<file path="src/hw/rtl/dragonfly_plus_minimal_route_macros.svh">
// Assertion macros shared by the route selection RTL.
// Both macros sample on clk_i and are disabled while rst_ni is low.
`ifndef DRAGONFLY_PLUS_MINIMAL_ROUTE_MACROS_SVH
`define DRAGONFLY_PLUS_MINIMAL_ROUTE_MACROS_SVH
`ifndef SYNTH
// Same-cycle implication.
`define DFPR_ASSERT_IMP(lbl, ante, cons, msg) \
  lbl: assert property (@(posedge clk_i) disable iff (!rst_ni) (ante) |-> (cons)) \
    else $error(msg);
// Next-cycle implication.
`define DFPR_ASSERT_NXT(lbl, ante, cons, msg) \
  lbl: assert property (@(posedge clk_i) disable iff (!rst_ni) (ante) |=> (cons)) \
    else $error(msg);
`else
`define DFPR_ASSERT_IMP(lbl, ante, cons, msg)
`define DFPR_ASSERT_NXT(lbl, ante, cons, msg)
`endif
`endif

</file>
<file path="src/hw/rtl/dfpr_pkg.sv">
`timescale 1ns / 1ps

package dfpr_pkg;

  localparam int DFPR_MAX_GROUPS   = 64;
  localparam int DFPR_NODE_ID_BITS = 12;
  localparam int DFPR_PORT_BITS    = 8;

  // Raw width of the size registers and width of every rotor.
  localparam int RAW_W    = 7;
  localparam int ROTOR_W  = 6;
  localparam int PORT_W   = 8;
  localparam int CFG_IDX_W = 2;

  // Register indexes on the configuration port.
  localparam logic [CFG_IDX_W-1:0] REG_NODE_ID  = 2'd0;
  localparam logic [CFG_IDX_W-1:0] REG_ROUTERS  = 2'd1;
  localparam logic [CFG_IDX_W-1:0] REG_GROUPS   = 2'd2;
  localparam logic [CFG_IDX_W-1:0] REG_COVERING = 2'd3;

  localparam logic [RAW_W-1:0] ROUTERS_RESET  = 7'd4;
  localparam logic [RAW_W-1:0] GROUPS_RESET   = 7'd4;
  localparam logic [RAW_W-1:0] COVERING_RESET = 7'd1;
  localparam logic [RAW_W-1:0] ROTOR_LIMIT    = 7'd64;

  typedef enum logic [1:0] {
    KIND_EJECT  = 2'd0,
    KIND_UPLINK = 2'd1,
    KIND_LOCAL  = 2'd2,
    KIND_GLOBAL = 2'd3
  } route_kind_e;

  // Effective (clamped) sizes and the write strobe.
  typedef struct packed {
    logic             wr;
    logic [RAW_W-1:0] a;
    logic [RAW_W-1:0] cov;
  } cfg_t;

endpackage

</file>
<file path="src/hw/rtl/dragonfly_plus_minimal_route.sv">
`timescale 1ns / 1ps
// Channel  | Handshake                    | Payload
// ---------+------------------------------+------------------------------------
// input    | in_valid_i / in_stall_o      | eject_switch_i, eject_port_i
// result   | out_valid_o / out_stall_i    | out_port_o, route_kind_o
// config   | cfg_we_i (write only)        | cfg_index_i, cfg_data_i
//
// Steps: an ejection or leaf uplink decision holds the input from its transfer until the
//   result is loaded and the next packet can be taken; a spine decision (local group or
//   global link) makes two passes through the shared one-bit-per-cycle divider, and a
//   global link adds the group rotor read and the port sum.
// After reset or any register write the first packet adds two divider passes to derive
//   this switch's row, group and uplink rotor start.
// Reset and every register write start a clearing pass over all MAX_GROUPS entries of the
//   group rotor memory; in_stall_o stays high for its length.
// One packet is in work at a time; a finished result waits in the output register, so a
//   new packet is taken while out_stall_i holds the previous result.

`include "dragonfly_plus_minimal_route_macros.svh"

module dragonfly_plus_minimal_route import dfpr_pkg::*; #(
  parameter int MAX_GROUPS   = DFPR_MAX_GROUPS,
  parameter int NODE_ID_BITS = DFPR_NODE_ID_BITS,
  parameter int PORT_BITS    = DFPR_PORT_BITS
) (
  input  logic                    clk_i,
  input  logic                    rst_ni,
  // input transfer
  input  logic                    in_valid_i,
  output logic                    in_stall_o,
  input  logic [NODE_ID_BITS-1:0] eject_switch_i,
  input  logic [PORT_W-1:0]       eject_port_i,
  // result transfer
  output logic                    out_valid_o,
  input  logic                    out_stall_i,
  output logic [PORT_W-1:0]       out_port_o,
  output logic [1:0]              route_kind_o,
  // configuration writes
  input  logic                    cfg_we_i,
  input  logic [CFG_IDX_W-1:0]    cfg_index_i,
  input  logic [((NODE_ID_BITS > RAW_W) ? NODE_ID_BITS : RAW_W)-1:0] cfg_data_i
);

  localparam int ID_W     = NODE_ID_BITS;
  localparam int CFG_W    = (NODE_ID_BITS > RAW_W) ? NODE_ID_BITS : RAW_W;
  localparam int G_BITS   = $clog2(MAX_GROUPS + 1);
  localparam int GRP_BITS = $clog2(MAX_GROUPS);
  localparam int LW       = G_BITS + RAW_W;      // leaf switch count
  localparam int PW       = GRP_BITS + 8;        // full global port number
  localparam logic [PORT_W-1:0] PORT_KEEP =
    (PORT_BITS >= PORT_W) ? {PORT_W{1'b1}} : PORT_W'((1 << PORT_BITS) - 1);

  // Sequencer states.
  localparam logic [3:0] S_IDLE = 4'd0;
  localparam logic [3:0] S_PREP = 4'd1;  // decide whether switch facts need a refresh
  localparam logic [3:0] S_ME1  = 4'd2;  // node id / leaves
  localparam logic [3:0] S_ME2  = 4'd3;  // (node id mod leaves) / a
  localparam logic [3:0] S_DEC  = 4'd4;  // eject and leaf rules
  localparam logic [3:0] S_EJ1  = 4'd5;  // eject_switch / leaves
  localparam logic [3:0] S_EJ2  = 4'd6;  // (eject_switch mod leaves) / a
  localparam logic [3:0] S_RD   = 4'd7;  // group rotor read, offset product
  localparam logic [3:0] S_GL   = 4'd8;  // global port sum
  localparam logic [3:0] S_OUT  = 4'd9;  // hand the result to the output register

  // Configuration.
  logic [ID_W-1:0]   node_id;
  logic [G_BITS-1:0] groups;
  cfg_t              cfg;

  dfpr_cfg #(
    .NODE_ID_BITS (NODE_ID_BITS),
    .MAX_GROUPS   (MAX_GROUPS),
    .CFG_W        (CFG_W),
    .G_BITS       (G_BITS)
  ) u_cfg (
    .clk_i       (clk_i),
    .rst_ni      (rst_ni),
    .cfg_we_i    (cfg_we_i),
    .cfg_index_i (cfg_index_i),
    .cfg_data_i  (cfg_data_i),
    .node_id_o   (node_id),
    .groups_o    (groups),
    .cfg_o       (cfg)
  );

  // Shared divider.
  logic            div_start;
  logic [ID_W-1:0] div_dividend;
  logic [LW-1:0]   div_divisor;
  logic            div_done;
  logic [ID_W-1:0] div_quot;
  logic [LW-1:0]   div_rem;

  dfpr_div #(
    .ID_W  (ID_W),
    .DIV_W (LW)
  ) u_div (
    .clk_i      (clk_i),
    .rst_ni     (rst_ni),
    .start_i    (div_start),
    .dividend_i (div_dividend),
    .divisor_i  (div_divisor),
    .done_o     (div_done),
    .quot_o     (div_quot),
    .rem_o      (div_rem)
  );

  // Control state.
  logic [3:0]          state_q, state_d;
  logic                dirty_q, dirty_d;       // switch facts stale after reset or write
  logic                clr_busy_q, clr_busy_d;
  logic [GRP_BITS-1:0] clr_idx_q, clr_idx_d;
  logic                out_valid_q, out_valid_d;
  logic [ROTOR_W-1:0]  uplink_q, uplink_d;

  // Payload.
  logic [ID_W-1:0]     ej_q, ej_d;
  logic [PORT_W-1:0]   ejp_q, ejp_d;
  logic [LW-1:0]       leaves_q, leaves_d;
  logic                my_leaf_q, my_leaf_d;
  logic [GRP_BITS-1:0] my_g_q, my_g_d;
  logic [GRP_BITS-1:0] dst_g_q, dst_g_d;
  logic [PW-1:0]       prod_q, prod_d;
  logic [ROTOR_W-1:0]  rotor_q, rotor_d;
  logic [PORT_W-1:0]   res_port_q, res_port_d;
  route_kind_e         res_kind_q, res_kind_d;
  logic [PORT_W-1:0]   out_port_q, out_port_d;
  route_kind_e         out_kind_q, out_kind_d;

  // Group rotor memory.
  logic [ROTOR_W-1:0]  rotor_mem [MAX_GROUPS];
  logic [ROTOR_W-1:0]  mem_rd_q;
  logic                mem_we;
  logic [GRP_BITS-1:0] mem_waddr;
  logic [ROTOR_W-1:0]  mem_wdata;
  logic [GRP_BITS-1:0] mem_raddr;

  logic                in_take;
  logic [GRP_BITS-1:0] dst_g;
  logic [GRP_BITS-1:0] off;
  logic [RAW_W-1:0]    rotor_inc;
  logic [RAW_W-1:0]    uplink_inc;
  logic [PW-1:0]       port_full;

  assign in_stall_o = (state_q != S_IDLE) || clr_busy_q;
  assign in_take    = in_valid_i && !in_stall_o;
  assign dst_g      = GRP_BITS'(div_quot);
  assign off        = (my_g_q < dst_g_q) ? dst_g_q - GRP_BITS'(1) : dst_g_q;
  assign rotor_inc  = RAW_W'(mem_rd_q) + RAW_W'(1);
  assign uplink_inc = RAW_W'(uplink_q) + RAW_W'(1);
  assign port_full  = prod_q + PW'(rotor_q) + PW'(cfg.a);
  assign mem_raddr  = dst_g;

  always_comb begin
    state_d     = state_q;
    dirty_d     = dirty_q;
    clr_busy_d  = clr_busy_q;
    clr_idx_d   = clr_idx_q;
    out_valid_d = out_valid_q;
    uplink_d    = uplink_q;
    ej_d        = ej_q;
    ejp_d       = ejp_q;
    leaves_d    = leaves_q;
    my_leaf_d   = my_leaf_q;
    my_g_d      = my_g_q;
    dst_g_d     = dst_g_q;
    prod_d      = prod_q;
    rotor_d     = rotor_q;
    res_port_d  = res_port_q;
    res_kind_d  = res_kind_q;
    out_port_d  = out_port_q;
    out_kind_d  = out_kind_q;
    div_start    = 1'b0;
    div_dividend = ej_q;
    div_divisor  = leaves_q;
    mem_we    = 1'b0;
    mem_waddr = dst_g_q;
    mem_wdata = (rotor_inc == cfg.cov) ? '0 : rotor_inc[ROTOR_W-1:0];

    // Drop the result once the far side takes it.
    if (out_valid_q && !out_stall_i) begin
      out_valid_d = 1'b0;
    end

    // Clear the group rotors after reset and after every register write.
    if (cfg.wr) begin
      clr_busy_d = 1'b1;
      clr_idx_d  = '0;
      dirty_d    = 1'b1;
    end else if (clr_busy_q) begin
      clr_idx_d = clr_idx_q + GRP_BITS'(1);
      if (clr_idx_q == GRP_BITS'(MAX_GROUPS - 1)) begin
        clr_busy_d = 1'b0;
      end
    end
    if (clr_busy_q) begin
      mem_we    = 1'b1;
      mem_waddr = clr_idx_q;
      mem_wdata = '0;
    end

    case (state_q)
      S_IDLE: begin
        if (in_take) begin
          ej_d     = eject_switch_i;
          ejp_d    = eject_port_i;
          leaves_d = LW'(groups) * LW'(cfg.a);
          state_d  = S_PREP;
        end
      end
      S_PREP: begin
        if (dirty_q) begin
          div_start    = 1'b1;
          div_dividend = node_id;
          state_d      = S_ME1;
        end else begin
          state_d = S_DEC;
        end
      end
      S_ME1: begin
        if (div_done) begin
          my_leaf_d    = div_quot == '0;
          div_start    = 1'b1;
          div_dividend = ID_W'(div_rem);
          div_divisor  = LW'(cfg.a);
          state_d      = S_ME2;
        end
      end
      S_ME2: begin
        if (div_done) begin
          my_g_d   = dst_g;
          uplink_d = ROTOR_W'(div_rem);
          dirty_d  = 1'b0;
          state_d  = S_DEC;
        end
      end
      S_DEC: begin
        if (ej_q == node_id) begin
          res_port_d = ejp_q & PORT_KEEP;
          res_kind_d = KIND_EJECT;
          state_d    = S_OUT;
        end else if (my_leaf_q) begin
          // Leaf row: send up, advance the uplink rotor modulo a.
          res_port_d = PORT_W'(uplink_q) & PORT_KEEP;
          res_kind_d = KIND_UPLINK;
          uplink_d   = (uplink_inc == cfg.a) ? '0 : uplink_inc[ROTOR_W-1:0];
          state_d    = S_OUT;
        end else begin
          div_start = 1'b1;
          state_d   = S_EJ1;
        end
      end
      S_EJ1: begin
        if (div_done) begin
          div_start    = 1'b1;
          div_dividend = ID_W'(div_rem);
          div_divisor  = LW'(cfg.a);
          state_d      = S_EJ2;
        end
      end
      S_EJ2: begin
        if (div_done) begin
          dst_g_d = dst_g;
          if (dst_g == my_g_q) begin
            res_port_d = PORT_W'(ROTOR_W'(div_rem)) & PORT_KEEP;
            res_kind_d = KIND_LOCAL;
            state_d    = S_OUT;
          end else begin
            // Rotor read address is the quotient this cycle.
            state_d = S_RD;
          end
        end
      end
      S_RD: begin
        prod_d  = PW'(off) * PW'(cfg.cov);
        rotor_d = mem_rd_q;
        mem_we  = 1'b1;
        state_d = S_GL;
      end
      S_GL: begin
        res_port_d = port_full[PORT_W-1:0] & PORT_KEEP;
        res_kind_d = KIND_GLOBAL;
        state_d    = S_OUT;
      end
      S_OUT: begin
        if (!out_valid_q || !out_stall_i) begin
          out_valid_d = 1'b1;
          out_port_d  = res_port_q;
          out_kind_d  = res_kind_q;
          state_d     = S_IDLE;
        end
      end
      default: begin
        state_d = S_IDLE;
      end
    endcase
  end

  always_ff @(posedge clk_i or negedge rst_ni) begin
    if (!rst_ni) begin
      state_q     <= S_IDLE;
      dirty_q     <= 1'b1;
      clr_busy_q  <= 1'b1;
      clr_idx_q   <= '0;
      out_valid_q <= 1'b0;
      uplink_q    <= '0;
    end else begin
      state_q     <= state_d;
      dirty_q     <= dirty_d;
      clr_busy_q  <= clr_busy_d;
      clr_idx_q   <= clr_idx_d;
      out_valid_q <= out_valid_d;
      uplink_q    <= uplink_d;
    end
  end

  always_ff @(posedge clk_i) begin
    ej_q       <= ej_d;
    ejp_q      <= ejp_d;
    leaves_q   <= leaves_d;
    my_leaf_q  <= my_leaf_d;
    my_g_q     <= my_g_d;
    dst_g_q    <= dst_g_d;
    prod_q     <= prod_d;
    rotor_q    <= rotor_d;
    res_port_q <= res_port_d;
    res_kind_q <= res_kind_d;
    out_port_q <= out_port_d;
    out_kind_q <= out_kind_d;
  end

  // Group rotors: one write port, one registered read port.
  always_ff @(posedge clk_i) begin
    if (mem_we) begin
      rotor_mem[mem_waddr] <= mem_wdata;
    end
    mem_rd_q <= rotor_mem[mem_raddr];
  end

  assign out_valid_o  = out_valid_q;
  assign out_port_o   = out_port_q;
  assign route_kind_o = out_kind_q;

  `DFPR_ASSERT_NXT(a_one_packet, in_take, in_stall_o, "second packet taken while busy")
  `DFPR_ASSERT_IMP(a_uplink_range, !dirty_q, RAW_W'(uplink_q) < cfg.a,
                   "uplink rotor out of range")
  `DFPR_ASSERT_IMP(a_clear_blocks, clr_busy_q, in_stall_o, "packet taken during clear")

endmodule

</file>
<file path="src/hw/rtl/dfpr_cfg.sv">
`timescale 1ns / 1ps

module dfpr_cfg import dfpr_pkg::*; #(
  parameter int NODE_ID_BITS = DFPR_NODE_ID_BITS,
  parameter int MAX_GROUPS   = DFPR_MAX_GROUPS,
  parameter int CFG_W        = (NODE_ID_BITS > RAW_W) ? NODE_ID_BITS : RAW_W,
  parameter int G_BITS       = $clog2(MAX_GROUPS + 1)
) (
  input  logic                    clk_i,
  input  logic                    rst_ni,
  input  logic                    cfg_we_i,
  input  logic [CFG_IDX_W-1:0]    cfg_index_i,
  input  logic [CFG_W-1:0]        cfg_data_i,
  output logic [NODE_ID_BITS-1:0] node_id_o,
  output logic [G_BITS-1:0]       groups_o,
  output cfg_t                    cfg_o
);

  localparam int CW = (G_BITS > RAW_W) ? G_BITS : RAW_W;

  logic [NODE_ID_BITS-1:0] node_id_q;
  logic [RAW_W-1:0]        routers_q;
  logic [RAW_W-1:0]        groups_q;
  logic [RAW_W-1:0]        covering_q;
  logic [CW-1:0]           groups_ext;

  always_ff @(posedge clk_i or negedge rst_ni) begin
    if (!rst_ni) begin
      node_id_q  <= '0;
      routers_q  <= ROUTERS_RESET;
      groups_q   <= GROUPS_RESET;
      covering_q <= COVERING_RESET;
    end else if (cfg_we_i) begin
      case (cfg_index_i)
        REG_NODE_ID:  node_id_q  <= NODE_ID_BITS'(cfg_data_i);
        REG_ROUTERS:  routers_q  <= cfg_data_i[RAW_W-1:0];
        REG_GROUPS:   groups_q   <= cfg_data_i[RAW_W-1:0];
        REG_COVERING: covering_q <= cfg_data_i[RAW_W-1:0];
        default:      node_id_q  <= node_id_q;
      endcase
    end
  end

  // Saturate the sizes into their legal ranges.
  always_comb begin
    groups_ext = CW'(groups_q);
    if (groups_ext < CW'(2)) begin
      groups_o = G_BITS'(2);
    end else if (groups_ext > CW'(MAX_GROUPS)) begin
      groups_o = G_BITS'(MAX_GROUPS);
    end else begin
      groups_o = G_BITS'(groups_ext);
    end
    cfg_o.wr  = cfg_we_i;
    cfg_o.a   = (routers_q == '0) ? RAW_W'(1) :
                (routers_q > ROTOR_LIMIT) ? ROTOR_LIMIT : routers_q;
    cfg_o.cov = (covering_q == '0) ? RAW_W'(1) :
                (covering_q > ROTOR_LIMIT) ? ROTOR_LIMIT : covering_q;
  end

  assign node_id_o = node_id_q;

endmodule

</file>
<file path="src/hw/rtl/dfpr_div.sv">
`timescale 1ns / 1ps
`include "dragonfly_plus_minimal_route_macros.svh"

module dfpr_div import dfpr_pkg::*; #(
  parameter int ID_W  = DFPR_NODE_ID_BITS,
  parameter int DIV_W = 13
) (
  input  logic             clk_i,
  input  logic             rst_ni,
  input  logic             start_i,
  input  logic [ID_W-1:0]  dividend_i,
  input  logic [DIV_W-1:0] divisor_i,
  output logic             done_o,
  output logic [ID_W-1:0]  quot_o,
  output logic [DIV_W-1:0] rem_o
);

  localparam int CNT_W = $clog2(ID_W);

  logic             busy_q, busy_d;
  logic             done_q, done_d;
  logic [CNT_W-1:0] cnt_q, cnt_d;
  logic [ID_W-1:0]  quo_q, quo_d;
  logic [DIV_W-1:0] rem_q, rem_d;
  logic [DIV_W-1:0] div_q;
  logic [DIV_W:0]   shifted;
  logic [DIV_W:0]   diff;
  logic             fits;
  logic             last;

  // One restoring step per cycle, quotient bits shift in from the bottom.
  always_comb begin
    shifted = {rem_q, quo_q[ID_W-1]};
    diff    = shifted - {1'b0, div_q};
    fits    = shifted >= {1'b0, div_q};
    last    = cnt_q == CNT_W'(ID_W - 1);
    busy_d  = busy_q;
    done_d  = 1'b0;
    cnt_d   = cnt_q;
    quo_d   = quo_q;
    rem_d   = rem_q;
    if (start_i) begin
      busy_d = 1'b1;
      cnt_d  = '0;
      quo_d  = dividend_i;
      rem_d  = '0;
    end else if (busy_q) begin
      quo_d = {quo_q[ID_W-2:0], fits};
      rem_d = fits ? diff[DIV_W-1:0] : shifted[DIV_W-1:0];
      cnt_d = cnt_q + CNT_W'(1);
      if (last) begin
        busy_d = 1'b0;
        done_d = 1'b1;
      end
    end
  end

  always_ff @(posedge clk_i or negedge rst_ni) begin
    if (!rst_ni) begin
      busy_q <= 1'b0;
      done_q <= 1'b0;
      cnt_q  <= '0;
    end else begin
      busy_q <= busy_d;
      done_q <= done_d;
      cnt_q  <= cnt_d;
    end
  end

  always_ff @(posedge clk_i) begin
    quo_q <= quo_d;
    rem_q <= rem_d;
    if (start_i) begin
      div_q <= divisor_i;
    end
  end

  assign done_o = done_q;
  assign quot_o = quo_q;
  assign rem_o  = rem_q;

  `DFPR_ASSERT_IMP(a_start_when_free, start_i, !busy_q, "divider started while busy")
  `DFPR_ASSERT_NXT(a_start_runs, start_i, busy_q && !done_q, "divider did not start")
  `DFPR_ASSERT_IMP(a_rem_below_div, done_q, rem_q < div_q, "remainder not below divisor")

endmodule
</file>
<file path="config.mk">
export PLATFORM = sky130hd
export DESIGN_NAME = dragonfly_plus_minimal_route
export DESIGN_NICKNAME = d
export VERILOG_FILES = /design/src/hw/rtl/dfpr_pkg.sv /design/src/hw/rtl/dragonfly_plus_minimal_route.sv /design/src/hw/rtl/dfpr_cfg.sv /design/src/hw/rtl/dfpr_div.sv
export VERILOG_INCLUDE_DIRS = /design/src /design/src/hw/rtl
export SDC_FILE = /design/constraint.sdc
export NUM_CORES = 1
export LEC_CHECK = 0
export ABC_AREA = 1
export BUFFER_PORTS_ARGS = -buffer_cell sky130_fd_sc_hd__buf_2
export CAP_MARGIN = 30
export CORE_UTILIZATION = 30
export DETAILED_ROUTE_END_ITERATION = 8
export PLACE_DENSITY = 0.48
export SLEW_MARGIN = 20
export SYNTH_ARGS = -nofsm -noshare
export SYNTH_HDL_FRONTEND = slang
export SYNTH_SLANG_ARGS = --single-unit
</file>
<file path="constraint.sdc">
create_clock -name clk_i -period 4.71 [get_ports clk_i]
set_clock_uncertainty 0.2 [all_clocks]
set_input_delay 0.942 -clock clk_i [delete_from_list [all_inputs] [get_ports clk_i]]
set_output_delay 0.942 -clock clk_i [all_outputs]
set_load 0.02 [all_outputs]
</file>
### Yosys cells after proc, flatten, opt, wreduce, memory -nomap -nowiden

Memory sizes are Yosys's and may differ from the RTL's. A register that Yosys moved wholly into a read port is not among the register bits.
Index checks and enable logic that the tools add are counted.

* register bits after elaboration: 179
* bits in latches: 0
* bits in writable memories: 384
* bits in read-only memories: 0
* input port bits: 39
* output and inout bits: 12
* logic and storage cells: 175
* memories: 1

* add/subtract/negate cells: 8
* multiply operators: 2
* divide/modulo/power cells: 0
* magnitude comparators: 6
* equal/unequal tests: 28
* shifts and indexed selects: 0
* muxes and demuxes: 72
* bitwise gates (word level): 0
* reduce and logical (&&, ||, !) cells: 30

Memory list
* rotor_mem: depth 64, bits a word 6, rd ports 1, clocked after memory_dff 1, write ports 1, line dragonfly_plus_minimal_route.sv:131 `logic [ROTOR_W-1:0] rotor_mem [MAX_GROUPS];`

Operators with widths (count)
* 2-to-1 mux 6 bit: 10
* 2-to-1 mux 12 bit: 4
* 2-to-1 mux 4 bit: 11
* 2-to-1 mux 14 bit: 3
* 2-to-1 mux 7 bit: 6
* one-hot mux 4 bit (10 select lines): 1
* 2-to-1 mux 8 bit: 4
* one-hot mux 12 bit (2 select lines): 1
* one-hot mux 8 bit (3 select lines): 1
* 2-to-1 mux 1 bit: 23
* > comparator 7 bit, second input constant: 3
* AND reduction 2 bit: 9
* equality test 4 x 3 -> 1 bit, second input constant: 4
* >= comparator 15 x 14 -> 1 bit: 1
* adder 6 x 1 -> 7 bit, second input constant: 2
* equality test 7 bit: 2
* zero test 7 bit: 2
* multiplier 7 x 7 -> 14 bit: 1
* subtractor 14 bit: 1
* equality test 12 bit: 1
* equality test 4 bit, second input constant: 3
* zero test 12 bit: 1
* one-hot mux 6 bit (2 select lines): 1
* != test 2 bit, second input constant: 5
* 31 further kinds: 46

### Logic depth before layout (Yosys ltp)

* depth after elaboration: 8
* depth in mapped cells: 27
* mapped depth without buffers: 27

### Hierarchy

From an unflattened synthesis, not the netlist that was laid out.

* cell total of the unflattened synthesis: 2663
* area total of the unflattened synthesis: 27676.5 sq um

Modules (own cells, without submodules)
* dragonfly_plus_minimal_route: instances 1, cells each 2112, area an instance 23267.3 sq um, seq. area each 14561.5 sq um
* dfpr_div: instances 1, cells each 366, area an instance 2844.0 sq um, seq. area each 1211.2 sq um
* dfpr_cfg: instances 1, cells each 185, area an instance 1565.3 sq um, seq. area each 829.5 sq um

### Worst setup path after synthesis

No wires, ideal clock.

* kind: reg2reg
* start point: register u_cfg.routers_q[2]
* end point: register leaves_q[11], data pin
* library setup time: 265 ps
* arrival: 4251 ps
* setup slack: -6 ps
* cell stages (with the launch flop): 20
* path buffers: 0
* path through: dfstp_2 > nor2_1 > nand3_1 > nand2_1 > nand2_1 > inv_1 > nand2_1 > fa_1 > fa_1 > inv_1 > fa_1 > inv_1 > fa_1 > inv_1 > ha_1 > a21oi_1 > o21ai_0 > a21oi_1 > o21ai_0 > xor2_1

* word-level cells in the longest chain between the ends: 4
* elaborated cells on any way between the ends: 5

RTL lines
* start, declared: line dfpr_cfg.sv:22 `logic [RAW_W-1:0] routers_q;`
* start signal, assigned: line dfpr_cfg.sv:36 `REG_ROUTERS: routers_q <= cfg_data_i[RAW_W-1:0];`
* > comparator 7 bit: line dfpr_cfg.sv:56 `(routers_q > ROTOR_LIMIT) ? ROTOR_LIMIT : routers_q;`
* 2-to-1 mux 7 bit: line dfpr_cfg.sv:56
* 2-to-1 mux 7 bit *: line dfpr_cfg.sv:55 `cfg_o.a = (routers_q == '0) ? RAW_W'(1) :`
* multiplier 7 x 7 -> 14 bit *: line dragonfly_plus_minimal_route.sv:207 `leaves_d = LW'(groups) * LW'(cfg.a);`
* end signal, assigned: line dragonfly_plus_minimal_route.sv:320 `leaves_q <= leaves_d;`
* end, declared: line dragonfly_plus_minimal_route.sv:119 `logic [LW-1:0] leaves_q, leaves_d;`

Mark *: on every way between the ends. The rest lies on a longest branch, timed or not.
A chain may end at the register's enable or synchronous reset.

### Worst setup path in the final report

* start point: register dst_g_q[3]
* end point: register prod_q[7], data pin

* word-level cells in the longest chain between the ends: 3
* elaborated cells on any way between the ends: 4

RTL lines
* start, declared: line dragonfly_plus_minimal_route.sv:122 `logic [GRP_BITS-1:0] dst_g_q, dst_g_d;`
* start signal, assigned: line dragonfly_plus_minimal_route.sv:323 `dst_g_q <= dst_g_d;`
* subtractor 6 x 1 -> 6 bit or < comparator 6 bit (tied branches): line dragonfly_plus_minimal_route.sv:148 `assign off = (my_g_q < dst_g_q) ? dst_g_q - GRP_BITS'(1) : dst_g_q;`
* 2-to-1 mux 6 bit *: line dragonfly_plus_minimal_route.sv:148
* multiplier 6 x 7 -> 8 bit *: line dragonfly_plus_minimal_route.sv:275 `prod_d = PW'(off) * PW'(cfg.cov);`
* end signal, assigned: line dragonfly_plus_minimal_route.sv:324 `prod_q <= prod_d;`
* end, declared: line dragonfly_plus_minimal_route.sv:123 `logic [PW-1:0] prod_q, prod_d;`

Marks and branches as above.

==> key figures <==
STA
  – Tightest Pin Transition: 0.884 ns
  – Final hold slack: 0.218 ns
  – Fin crit share: 98.3%
  – Slew margin rel.: between 40% and 50%
  – Max Freq: 216 MHz
  – RSZ-0062 raised after global routing: true
  – Final setup viols: 0
  – Fin. Hold Viols: 0
  – Slew Viols, Final: 0
  – Final Critical Period: approximately 4.6 ns

Logic synthesis
  – Mapped Avg Cell Area: ~11 sq um
  – Synth top area cells: edfxtp_1 (54%), nor2_1 (6.3%), o21ai_0 (5.0%), nand2_1 (4.9%), dfrtp_1 (4.9%)
  – Most numerous cell in the Yosys netlist: edfxtp_1
  – Post-synthesis sequential area ratio: 61.4%
  – Net Count, Synth: 2679
  – Main synth FF type: edfxtp_1
  – Ys Warns: 0
  – Async set or reset register ratio after synthesis: 10.2%
  – Yosys cell types: between 50 and 60
  – Number of synthesized flops with an enable pin: around 490
  – Most frequent cells after synthesis: edfxtp_1 (491), nor2_1 (454), nand2_1 (356)
  – Cell area after synthesis: between 0.02 and 0.03 sq mm
  – Area leader, netlist: edfxtp_1
  – Synth Register Bits: 569
  – Post-synthesis instance total: 2522
  – Top cell type's share of synthesized area: 54.5%

Setup path
  – Crit-path max FO: 6
  – Most used cell, CP: nand2_1
  – Setup CP Type: flip-flop to flip-flop
  – Worst path slowest cell: fa_1
  – Delay of the slowest cell on the worst path: 0.57 ns
  – Worst setup SP type: flip-flop
  – CP required: about 4.9 ns
  – CP endpoint kind: flip-flop
  – Crit path DAT: between 4 and 5 ns
  – Critical-path cell list: inv_2 -> ha_1 -> nand2_1 -> nand2_1 -> a21oi_2 -> nand2_2 -> buf_12 -> xor2_4 -> inv_2 -> nand2_1 -> fa_1 -> fa_1 -> fa_1 -> inv_2 -> ha_4 -> a21o_1 -> a31oi_4 -> inv_2 -> nand2_2 -> nand2_1 -> nand2_1 -> nand2_1 -> nor2_1 -> nor2_1

Pwr
  – Maximum VDD drop: 0.346 mV
  – LEAKAGE: 11.7 nW
  – Power Density: 375 mW/mm^2

Cells and area
  – Final Util: 35.5%
  – Final Instance Area: 0.0316 sq mm
  – Post-route insts no fill: 3860
  – Nets: roughly 2800
  – Fill cell count: 8894
  – Share of cells above drive strength 1: 12.9%
  – Area delta synth->final: 16.7%

Hold path
  – Hold crit path type: flip-flop to flip-flop

Route
  – DR vias: ~19000
  – Remaining antenna violation count after routing: 0
  – Wire per inst: 19.2 um
  – # DRC: 0
  – Detailed router's first-iteration violation count: 1320
  – Via density: 4.90
  – Routed Wire Length: 74.1 mm
  – Drt pass-1 iters: 5

Placed design
  – Placed Cells incl. Taps: roughly 3700
  – Port bufs: 50
  – Placed Area: 0.0291 sq mm
  – Gpl congestion: 0.838
  – Detailed Place HPWL: approximately 50 mm

Die
  – Die width: roughly 300 um
  – Core box area: between 0.08 and 0.09 sq mm
  – Die H: 302 um
  – Row count: 109
  – Ports: 51
  – Initial Util: 30.4%
  – Die area: 0.0914 sq mm

GRT
  – Vias in the first global route: 18720
  – Overall routing resource usage: between 10% and 20%
  – Largest net degree at the start of global routing: 197
  – First-pass GRT wire length: 113 mm
  – Initial antenna violation count: 1
  – Total congestion overflow: 0

Clocking
  – Total CTS buffers: between 60 and 70
  – CTS root buf: clkbuf_16
  – Clk_lat worst skew: approximately 0.62 ns
  – H-tree levels: 3
  – Clock Pin Slew Worst Setup and Hold Paths: about 0.06 ns
  – Clock sink count: 569
  – CTS tree: done
  – Max clock buf depth: 3

Run
  – Max-cap viol count: 0

Outcome
  – Status: completed
==> layer usage <==
layer	up-vias	share of wire (%)	GRT usage [%]
met5	-	0	0
met4	0	1.9	4.20
met3	101	3.9	2.24
met2	407	48	27.2
met1	9390	46	22.1
li1	9026	-	-
==> cell type report <==
class | count | area [sq um] | share of cell area [%]
multi-input cells | 1644 | 9450 | 29.9
diodes | 1 | 2.50 | 0.00792
well taps | 1165 | 1460 | 4.61
clock buffers | 80 | 1760 | 5.56
inverters | 209 | 795 | 2.52
repair buffers | 151 | 1090 | 3.45
clock inverters | 41 | 427 | 1.35
flip-flops and latches | 569 | 16600 | 52.6
==> worst max-delay path, delay by kind of cell (launching register included) <==
| family | cells | cell delay, ns |
|---|---|---|
| AO/OA/AOI/OAI | 3 | 0.55 |
| buffers and inverters | 5 | 0.45 |
| flip-flops | 1 | 0.42 |
| adder cells (fa/ha/maj) | 5 | 1.88 |
| AND/OR/NAND/NOR | 10 | 0.74 |
| XOR/XNOR | 1 | 0.15 |
==> registers in the layout, summed over array words and instances, names as in the netlist, 12 cells and up <==
name             flops
ej_q                12
leaves_q            14
rotor_mem          384
u_cfg.node_id_o     12
u_div.div_q         14
u_div.quot_o        12
u_div.rem_o         14
==> worst paths after layout <==
| check | depth (start not counted) | slack, ns | start | to |
|---|---|---|---|---|
| min reg2reg | 0 | 0.22 | res_port_q[4]$_DFFE_PP_ | out_port_o[4]$_DFFE_PP_ |
| max | 24 | 0.08 | dst_g_q[3]$_DFFE_PP_ | prod_q[7]$_DFFE_PP_ |
| min in group asynchronous | 2 | 0.52 | rst_ni | u_div.cnt_q[0]$_DFFE_PN0P_ |
| max reg2reg | 24 | 0.08 | dst_g_q[3]$_DFFE_PP_ | prod_q[7]$_DFFE_PP_ |
| min | 0 | 0.22 | res_port_q[4]$_DFFE_PP_ | out_port_o[4]$_DFFE_PP_ |
| max in group asynchronous | 4 | 2.88 | rst_ni | u_cfg.covering_q[0]$_DFFE_PN1P_ |
==> what timing repair did <==
action                                  CTS  global route
gates resized for setup                  14            36
setup buffers                             3             6
endpoints found under the hold margin     0             6
hold buffers                              0             1
pin swaps                                15            20
endpoints found under the setup margin    5             6
==> cell usage in the layout (no fill, tap or decap), types with 6 or more instances in the layout <==
cell and instances:
a21oi_1 54, nor2_2 9, or2_2 8, xor2_1 44, clkbuf_1 11, nor2_4 8, nand4_1 31, clkinv_1 19
fa_1 44, nor2_1 442, o2111ai_1 7, o211ai_1 26, clkinv_2 10, dfxtp_1 20, inv_2 21, clkbuf_16 68
dfrtp_1 52, buf_2 51, o221ai_1 30, inv_1 183, xnor2_1 13, o22ai_1 61, nor3_1 11, o21ai_1 12
nand2_1 349, buf_12 6, bufinv_16 6, a21oi_2 6, nand3_1 91, nand2_2 11, buf_4 91, edfxtp_1 491
ha_1 65, o21ai_0 265, ha_4 7
==> where the power goes <==
| part | internal (mW) | switching, mW | total, mW |
|---|---|---|---|
| sequential | 5.51 | 0.0577 | 5.57 |
| combinational | 0.498 | 0.630 | 1.13 |
| clock | 3.02 | 2.13 | 5.14 |
| total | 9.02 | 2.81 | 11.8 |
==> kinds of logic after synthesis <==
family                   count (synthesis)  share of synthesized area, %
flip-flops                             569                          61.4
AO/OA/AOI/OAI                          477                          10.1
AND/OR/NAND/NOR                        987                          15.2
adder cells (fa/ha/maj)                118                          6.71
buffers and inverters                  309                          4.64
XOR/XNOR                                58                          1.88
multiplexers                             4                         0.166
==> metrics by stage <==
step / setup TNS [ns] / worst slack [ns] / power, mW
2_1_floorplan: 0 / 0.0244 / 6.29
3_3_place_gp: -0.230 / -0.117 / 6.66
3_5_place_dp: -0.242 / -0.114 / 6.68
4_1_cts: 0 / 0.0343 / 11.9
5_1_grt: -0.326 / -0.183 / 12.3
6_report: 0 / 0.0819 / 11.8
Power figures use the tool's default switching activity.
